--- src/hdl/qtt_pkg.sv ---
// shared types, character codes and the result append helper for the quoted text tokenizer
package qtt_pkg;

  localparam int MaxResults = 4;
  localparam int CntW       = $clog2(MaxResults + 1);
  localparam int IdxW       = $clog2(MaxResults);
  localparam int QueueDepth = 4;

  localparam logic [7:0] ChComma  = 8'h2C;
  localparam logic [7:0] ChLParen = 8'h28;
  localparam logic [7:0] ChRParen = 8'h29;
  localparam logic [7:0] ChSemi   = 8'h3B;
  localparam logic [7:0] ChLess   = 8'h3C;
  localparam logic [7:0] ChGreat  = 8'h3E;
  localparam logic [7:0] ChBang   = 8'h21;
  localparam logic [7:0] ChEq     = 8'h3D;
  localparam logic [7:0] ChSQuote = 8'h27;
  localparam logic [7:0] ChDQuote = 8'h22;
  localparam logic [7:0] ChBslash = 8'h5C;
  localparam logic [7:0] ChSpace  = 8'h20;
  localparam logic [7:0] ChTab    = 8'h09;
  localparam logic [7:0] ChCr     = 8'h0D;

  typedef enum logic [1:0] {
    KIND_CHAR  = 2'd0,
    KIND_END   = 2'd1,
    KIND_DONE  = 2'd2,
    KIND_ERROR = 2'd3
  } kind_t;

  typedef struct packed {
    logic [7:0] char_code;
    logic       end_of_line;
  } in_item_t;

  typedef struct packed {
    kind_t      kind;
    logic [7:0] token_char;
    logic       run_last;
  } out_item_t;

  typedef struct packed {
    kind_t      kind;
    logic [7:0] ch;
  } result_t;

  // all results caused by one input byte
  typedef struct packed {
    logic [CntW-1:0]                cnt;
    result_t [MaxResults-1:0]       res;
  } bundle_t;

  typedef struct packed {
    logic    valid;
    bundle_t bundle;
  } bundle_xfer_t;

  function automatic bundle_t push_res(bundle_t b, kind_t k, logic [7:0] ch);
    bundle_t r;
    r = b;
    r.res[b.cnt[IdxW-1:0]] = '{kind: k, ch: ch};
    r.cnt = b.cnt + CntW'(1);
    return r;
  endfunction

endpackage

--- src/hdl/qtt_front.sv ---
// front end: classifies each byte, keeps lexer state, builds the result bundle
module qtt_front (
  input  logic              clk,
  input  logic              rst,
  input  logic              byte_valid,
  input  logic              byte_stall,
  input  qtt_pkg::in_item_t byte_item,
  output qtt_pkg::bundle_xfer_t push
);
  import qtt_pkg::*;

  logic in_quote, quote_is_double, escape_pending, operator_pending, token_open;
  logic in_quote_next, quote_is_double_next, escape_pending_next;
  logic operator_pending_next, token_open_next;
  bundle_t bundle;
  logic accept;

  assign accept = byte_valid && !byte_stall;

  always_comb begin
    logic [7:0] c;
    logic       eol;
    logic       handled;
    logic       is_space;
    c        = byte_item.char_code;
    eol      = byte_item.end_of_line;
    handled  = 1'b0;
    bundle   = '0;
    is_space = ((c >= ChTab) && (c <= ChCr)) || (c == ChSpace) || (c == ChSemi);
    in_quote_next         = in_quote;
    quote_is_double_next  = quote_is_double;
    escape_pending_next   = escape_pending;
    operator_pending_next = operator_pending;
    token_open_next       = token_open;

    // pending operator: absorb one '=' or close the operator token
    if (operator_pending) begin
      operator_pending_next = 1'b0;
      if (c == ChEq) begin
        bundle = push_res(bundle, KIND_CHAR, c);
        bundle = push_res(bundle, KIND_END, 8'h00);
        token_open_next = 1'b0;
        handled = 1'b1;
      end else if (token_open_next) begin
        bundle = push_res(bundle, KIND_END, 8'h00);
        token_open_next = 1'b0;
      end
    end

    if (!handled) begin
      if (in_quote) begin
        if (escape_pending) begin
          escape_pending_next = 1'b0;
          bundle = push_res(bundle, KIND_CHAR, c);
          token_open_next = 1'b1;
        end else if (c == (quote_is_double ? ChDQuote : ChSQuote)) begin
          in_quote_next = 1'b0;
        end else if ((c == ChBslash) && !eol) begin
          escape_pending_next = 1'b1;
        end else begin
          bundle = push_res(bundle, KIND_CHAR, c);
          token_open_next = 1'b1;
        end
      end else if ((c == ChSQuote) || (c == ChDQuote)) begin
        in_quote_next        = 1'b1;
        quote_is_double_next = (c == ChDQuote);
      end else if (is_space) begin
        if (token_open_next) begin
          bundle = push_res(bundle, KIND_END, 8'h00);
          token_open_next = 1'b0;
        end
      end else if ((c == ChComma) || (c == ChLParen) || (c == ChRParen)) begin
        if (token_open_next) begin
          bundle = push_res(bundle, KIND_END, 8'h00);
        end
        bundle = push_res(bundle, KIND_CHAR, c);
        bundle = push_res(bundle, KIND_END, 8'h00);
        token_open_next = 1'b0;
      end else if ((c == ChLess) || (c == ChGreat) || (c == ChBang) || (c == ChEq)) begin
        if (token_open_next) begin
          bundle = push_res(bundle, KIND_END, 8'h00);
        end
        bundle = push_res(bundle, KIND_CHAR, c);
        token_open_next       = 1'b1;
        operator_pending_next = 1'b1;
      end else begin
        bundle = push_res(bundle, KIND_CHAR, c);
        token_open_next = 1'b1;
      end
    end

    // end of line: error inside quotes, else close token and report done
    if (eol) begin
      if (in_quote_next) begin
        bundle = push_res(bundle, KIND_ERROR, 8'h00);
      end else begin
        if (token_open_next) begin
          bundle = push_res(bundle, KIND_END, 8'h00);
        end
        bundle = push_res(bundle, KIND_DONE, 8'h00);
      end
      in_quote_next         = 1'b0;
      quote_is_double_next  = 1'b0;
      escape_pending_next   = 1'b0;
      operator_pending_next = 1'b0;
      token_open_next       = 1'b0;
    end
  end

  assign push = '{valid: accept && (bundle.cnt != '0), bundle: bundle};

  always_ff @(posedge clk) begin
    if (rst) begin
      in_quote         <= 1'b0;
      quote_is_double  <= 1'b0;
      escape_pending   <= 1'b0;
      operator_pending <= 1'b0;
      token_open       <= 1'b0;
    end else if (accept) begin
      in_quote         <= in_quote_next;
      quote_is_double  <= quote_is_double_next;
      escape_pending   <= escape_pending_next;
      operator_pending <= operator_pending_next;
      token_open       <= token_open_next;
    end
  end

endmodule

--- src/hdl/qtt_queue.sv ---
// small bundle queue between front end and back end
module qtt_queue #(
  parameter int QUEUE_DEPTH = qtt_pkg::QueueDepth
) (
  input  logic                  clk,
  input  logic                  rst,
  input  qtt_pkg::bundle_xfer_t push,
  input  logic                  pop,
  output qtt_pkg::bundle_xfer_t head,
  output logic                  full
);
  import qtt_pkg::*;

  localparam int PtrW   = (QUEUE_DEPTH > 1) ? $clog2(QUEUE_DEPTH) : 1;
  localparam int CountW = $clog2(QUEUE_DEPTH + 1);

  bundle_t mem [QUEUE_DEPTH];
  logic [PtrW-1:0]   wr_ptr, rd_ptr;
  logic [CountW-1:0] count;
  logic              do_push, do_pop;

  assign full    = (count == CountW'(QUEUE_DEPTH));
  assign do_push = push.valid && !full;
  assign do_pop  = pop && (count != '0);

  assign head = '{valid: (count != '0), bundle: mem[rd_ptr]};

  always_ff @(posedge clk) begin
    if (do_push) begin
      mem[wr_ptr] <= push.bundle;
    end
  end

  always_ff @(posedge clk) begin
    if (rst) begin
      wr_ptr <= '0;
      rd_ptr <= '0;
      count  <= '0;
    end else begin
      if (do_push) begin
        wr_ptr <= (wr_ptr == PtrW'(QUEUE_DEPTH - 1)) ? '0 : wr_ptr + PtrW'(1);
      end
      if (do_pop) begin
        rd_ptr <= (rd_ptr == PtrW'(QUEUE_DEPTH - 1)) ? '0 : rd_ptr + PtrW'(1);
      end
      unique case ({do_push, do_pop})
        2'b10:   count <= count + CountW'(1);
        2'b01:   count <= count - CountW'(1);
        default: count <= count;
      endcase
    end
  end

endmodule

--- src/hdl/qtt_back.sv ---
// back end: walks the head bundle one result per cycle, unless result_stall holds the output, into the output register
module qtt_back (
  input  logic                  clk,
  input  logic                  rst,
  input  qtt_pkg::bundle_xfer_t head,
  output logic                  pop,
  output logic                  result_valid,
  input  logic                  result_stall,
  output qtt_pkg::out_item_t    result_item
);
  import qtt_pkg::*;

  logic [IdxW-1:0] idx;
  logic            load, last;

  assign load = head.valid && (!result_valid || !result_stall);
  assign last = ((CntW'(idx) + CntW'(1)) == head.bundle.cnt);
  assign pop  = load && last;

  always_ff @(posedge clk) begin
    if (rst) begin
      result_valid <= 1'b0;
      idx          <= '0;
    end else if (!result_valid || !result_stall) begin
      result_valid <= head.valid;
      if (head.valid) begin
        idx <= last ? '0 : idx + IdxW'(1);
      end
    end
  end

  always_ff @(posedge clk) begin
    if (load) begin
      result_item.kind       <= head.bundle.res[idx].kind;
      result_item.token_char <= head.bundle.res[idx].ch;
      result_item.run_last   <= last;
    end
  end

endmodule

--- src/hdl/quoted_text_tokenizer_unit.sv ---
// top level of the quoted text tokenizer: front end, bundle queue, back end
//
//  channel  direction  handshake                   payload
//  byte     in         byte_valid / byte_stall     in_item_t  {char_code, end_of_line}
//  result   out        result_valid / result_stall out_item_t {kind, token_char, run_last}
//
// one byte is taken every cycle while the queue has room; the front end does
// all classification for a byte in that cycle and hands its results, up to four,
// over as one bundle; a byte with no results pushes nothing
// the back end sends one result per cycle while result_stall is low, so the results of
// a byte leave one after another; QUEUE_DEPTH bundles soak up such bursts
// the first result of a byte is registered twice before it is presented: first as a
// queue entry, then in the back end's output register
// rst (synchronous) clears lexer state, queue pointers and output valid
// byte_stall is high only when the queue is full; a stalled result holds
module quoted_text_tokenizer_unit #(
  parameter int QUEUE_DEPTH = qtt_pkg::QueueDepth
) (
  input  logic               clk,
  input  logic               rst,
  input  logic               byte_valid,
  output logic               byte_stall,
  input  qtt_pkg::in_item_t  byte_item,
  output logic               result_valid,
  input  logic               result_stall,
  output qtt_pkg::out_item_t result_item
);
  import qtt_pkg::*;

  bundle_xfer_t push;   // bundle from the front end, valid only if non-empty
  bundle_xfer_t head;   // oldest queued bundle
  logic         pop;    // back end has sent the last result of the head bundle
  logic         full;

  // the front end stalls only on a full queue
  assign byte_stall = full;

  qtt_front u_front (
    .clk        (clk),
    .rst        (rst),
    .byte_valid (byte_valid),
    .byte_stall (byte_stall),
    .byte_item  (byte_item),
    .push       (push)
  );

  qtt_queue #(
    .QUEUE_DEPTH (QUEUE_DEPTH)
  ) u_queue (
    .clk  (clk),
    .rst  (rst),
    .push (push),
    .pop  (pop),
    .head (head),
    .full (full)
  );

  qtt_back u_back (
    .clk          (clk),
    .rst          (rst),
    .head         (head),
    .pop          (pop),
    .result_valid (result_valid),
    .result_stall (result_stall),
    .result_item  (result_item)
  );

endmodule
--- config.mk ---
export PLATFORM = sky130hd
export DESIGN_NAME = quoted_text_tokenizer_unit
export DESIGN_NICKNAME = d
export VERILOG_FILES = /design/src/hdl/qtt_pkg.sv /design/src/hdl/qtt_front.sv /design/src/hdl/qtt_queue.sv /design/src/hdl/qtt_back.sv /design/src/hdl/quoted_text_tokenizer_unit.sv
export SDC_FILE = /design/constraint.sdc
export NUM_CORES = 1
export LEC_CHECK = 0
export BUFFER_PORTS_ARGS = -buffer_cell sky130_fd_sc_hd__buf_2
export CAP_MARGIN = 20
export CORE_ASPECT_RATIO = 1.2
export CORE_MARGIN = 5
export CORE_UTILIZATION = 45
export DETAILED_ROUTE_END_ITERATION = 7
export GPL_ROUTABILITY_DRIVEN = 0
export PLACE_DENSITY_LB_ADDON = 0.15
export SLEW_MARGIN = 20
export SYNTH_ARGS = -nofsm -noshare
export SYNTH_HDL_FRONTEND = slang
export SYNTH_HIERARCHICAL = 1
export SYNTH_SLANG_ARGS = --single-unit
--- constraint.sdc ---
create_clock -name clk -period 13.3 [get_ports clk]
set_input_delay 0.665 -clock clk [delete_from_list [all_inputs] [get_ports clk]]
set_output_delay 0.665 -clock clk [all_outputs]
set_load 0.005 [all_outputs]
==> reports/metrics.cfg <==
[die]
die_w_um = 143
start_util_pct = 45.7
core-area_mm2 = 0.0210
dieHeight_um = 170
num_rows = 58
die_area_mm2 = 0.0244
io_pins = 26

[global_route]
overflow = 0
antenna_found_initial = 0
grt_usage_pct = 18.4
grt_start_max_net_pins = 44
grt_pass1_vias = 5965
grt_pass1_wl_mm = 34.0

[detailed_routing]
ant_nets = 0
vias_per_cell = 6.10
dr_total_vias = 5818
firstDrtPassIters = 5
drc_errors = 0
drtIter0Drc = 568
wl_mm = 21.2
wire_per_inst_um = 22.2

[cts]
cts-root-buf = clkbuf_16
cts_setup_buffers = 0
cts.reportedPaths.clkPinSlew_ns = 0.07
htreeDepth = 4
cts_tree = yes
cts_resized = 0
clock-sinks = 200
cts_buffer_depth = 2
holdBufCountCts = 0
cts-buffers-inserted = 17
insertion_delay_ns = 0.43

[cells_and_area]
num-nets-final = 714
area_growth_pct = 9.51
multi_input_area_mm2 = 0.00351
seq_area_mm2 = 0.00584
insertedDiodeCount = 0
finalNonFillerCells = 953
drive_above_1_share_pct = 20.4
fill_cells = 1801
fin_area_mm2 = 0.0105
final_util_pct = 50.0

[logic_synthesis]
synth-seq-cells = 200
synth_cell_types = 71
syn_inst = 653
synth_ff_type = edfxtp_1
mappedNetlistNets = 696
synth_area_per_cell_um2 = 14.7
ys_async_sr_fraction_pct = 0
yosys_warnings = 6
yosysSeqAreaShare_pct = 60.7
synth-edff-count = 183
synth_area_mm2 = 0.00962

[sta]
skew_ns = 0.0155
maxSlewViolCount = 0
rsz0062_at_grt = false
setup_tns_ns = 0
setup_viol = 0
slew_headroom_pct = 29.7
period_needed_ns = 7.07
period_share_pct = 53.2
worstMarginPinSlew_ns = 1.05
max_freq_ghz = 0.141
hold_viol = 0

[placed_design]
portBuffers = 25
dp.cells = 922
dp_hpwl_mm = 14.1
dpl_cell_area_mm2 = 0.00994

[pwr]
leakagePower_nw = 3.63
powerDensity_mw_per_mm2 = 145
power_mw = 1.52
ir_worst_vdd_uv = 80.1

[worst_setup_path]
critPathMaxFanout = 16
crit_path_start_kind = primary input
cp_data_required_time_ns = 13.66
timing_worst_setup_path_type = primary input to flip-flop
setup.worst_path.end_class = flip-flop
reg2reg_depth = 24
arrival_ns = 7.43

[hold_path]
hold_depth = 2
hp-class = flip-flop to flip-flop

[status]
status = finished clean

[run]
drv_cap = 0

[cell usage in the layout (no fill, tap or decap), types with 6 or more instances in the layout]
| cell type | instances |
|---|---|
| edfxtp_1 | 183 |
| mux4_2 | 51 |
| a21oi_1 | 46 |
| nor2_1 | 37 |
| nand2_1 | 35 |
| ha_1 | 29 |
| buf_2 | 25 |
| and2_1 | 21 |
| inv_1 | 20 |
| o21ai_0 | 20 |
| clkbuf_16 | 17 |
| dfxtp_1 | 15 |
| a31oi_1 | 14 |
| and3_1 | 13 |
| buf_4 | 7 |
| nor3_1 | 7 |
| a22oi_1 | 7 |
| o22ai_1 | 6 |
| nand3_1 | 6 |
[kinds of logic after synthesis]
logic type                 count (synthesis)  share of synthesized area [%]
DFF                                      200                           60.7
and+or+nand+nor                          166                           9.54
muxes                                     57                           12.9
AOI/OAI and AO/OA                        136                           9.16
xor gates and xnor gates                   9                          0.820
adders and majority gates                 30                           3.98
buffers and inverters                     55                           2.91
[final cells by class]
type	instances	share of cell area, %
clock buffers	17	4.04
well taps	270	3.21
inverters	22	0.784
multi-input cells	398	33.3
clock inverters	14	1.56
flip-flops and latches	200	55.4
repair buffers	32	1.69
[worst paths after layout]
check,to,from,slack (ns)
worst min register to register,flip-flop,u_queue/rd_ptr[0],0.49
worst max register to register,u_queue/count[2],u_front/operator_pending,6.64
worst max-delay path,u_queue/count[2],byte_item[6],6.23
worst min-delay path,flip-flop,u_queue/rd_ptr[0],0.49
[critical path, cell delays in order]
cell and delay [ns]:
buf_2 0.18, nor3b_1 0.47, nand4_1 0.71, ha_1 0.61, a21oi_1 0.32, ha_1 0.27
inv_1 0.10, a31oi_1 0.19, o311ai_1 0.14, nand3_1 0.20, inv_1 0.12, ha_1 0.34
a31oi_1 0.24, ha_1 0.26, and3b_4 0.23, o31ai_4 0.21, xnor2_1 0.19, o311a_1 0.42
and2_4 0.18, inv_1 0.05, ha_1 0.18, inv_1 0.06, fa_1 0.38, xor2_1 0.16
or3_2 0.40, a21oi_1 0.16
[layer usage]
metal	global-route usage [%]	vias to the layer above	wire, µm
met3	3.04	33	916
li1	-	2608	-
met5	0	-	0
met1	25.0	2994	9230
met2	30.4	183	10600
met4	5.94	0	420
[where the power goes]
| group | switching [mW] | internal [mW] |
|---|---|---|
| clock network | 0.230 | 0.281 |
| registers | 0.0194 | 0.757 |
| logic | 0.131 | 0.105 |
[metrics by stage]
step | worst slack (ns) | hold WS, ns
global route | 5.72 | 0.534
global placement | 6.32 | 0.472
finish | 6.23 | 0.492
CTS | 6.39 | 0.483
floorplan | 7.14 | 0.456
detailed placement | 5.94 | 0.480
[sequential cells by signal, indices dropped and copies added (netlist names), named ones only]
name and count:
u_back/idx 2, u_back/result_item 11, u_back/result_valid 1, u_front/escape_pending 1, u_front/in_quote 1, u_front/operator_pending 1, u_front/quote_is_double 1, u_front/token_open 1
u_queue/count 3, u_queue/mem 172, u_queue/rd_ptr 2, u_queue/wr_ptr 2
[synth_stat cells (3+ instances only)]
master    number  area [µm²]
mux2i_1        3        30.0
o21a_1         5        37.5
buf_4          6        45.0
nor3b_1        3        22.5
nand2_1       35         131
nor3_1         7        35.0
xor2_1         5        43.8
buf_2          5        25.0
buf_6          6        67.6
edfxtp_1     183        5500
mux4_2        51        1150
dfxtp_1       17         340
nor2_1        37         139
clkbuf_1      16        60.1
a31o_2         3        26.3
nand3_1        6        30.0
a31oi_1       14        87.6
and2_1        21         131
nand3b_1       3        22.5
o21ai_0       20         100
a21o_1         3        22.5
xnor2_1        4        35.0
nor2b_1        5        31.3
inv_1         20        75.1
nand4_1        3        18.8
and3_2         3        22.5
o22ai_1        6        37.5
a211oi_1       4        30.0
nand2b_1       5        31.3
a211o_1        5        43.8
ha_1          29         363
a21oi_1       46         230
and3_1        14        87.6
a22oi_1        7        52.6
or3_1          5        31.3
Power figures use the tool's default switching activity.
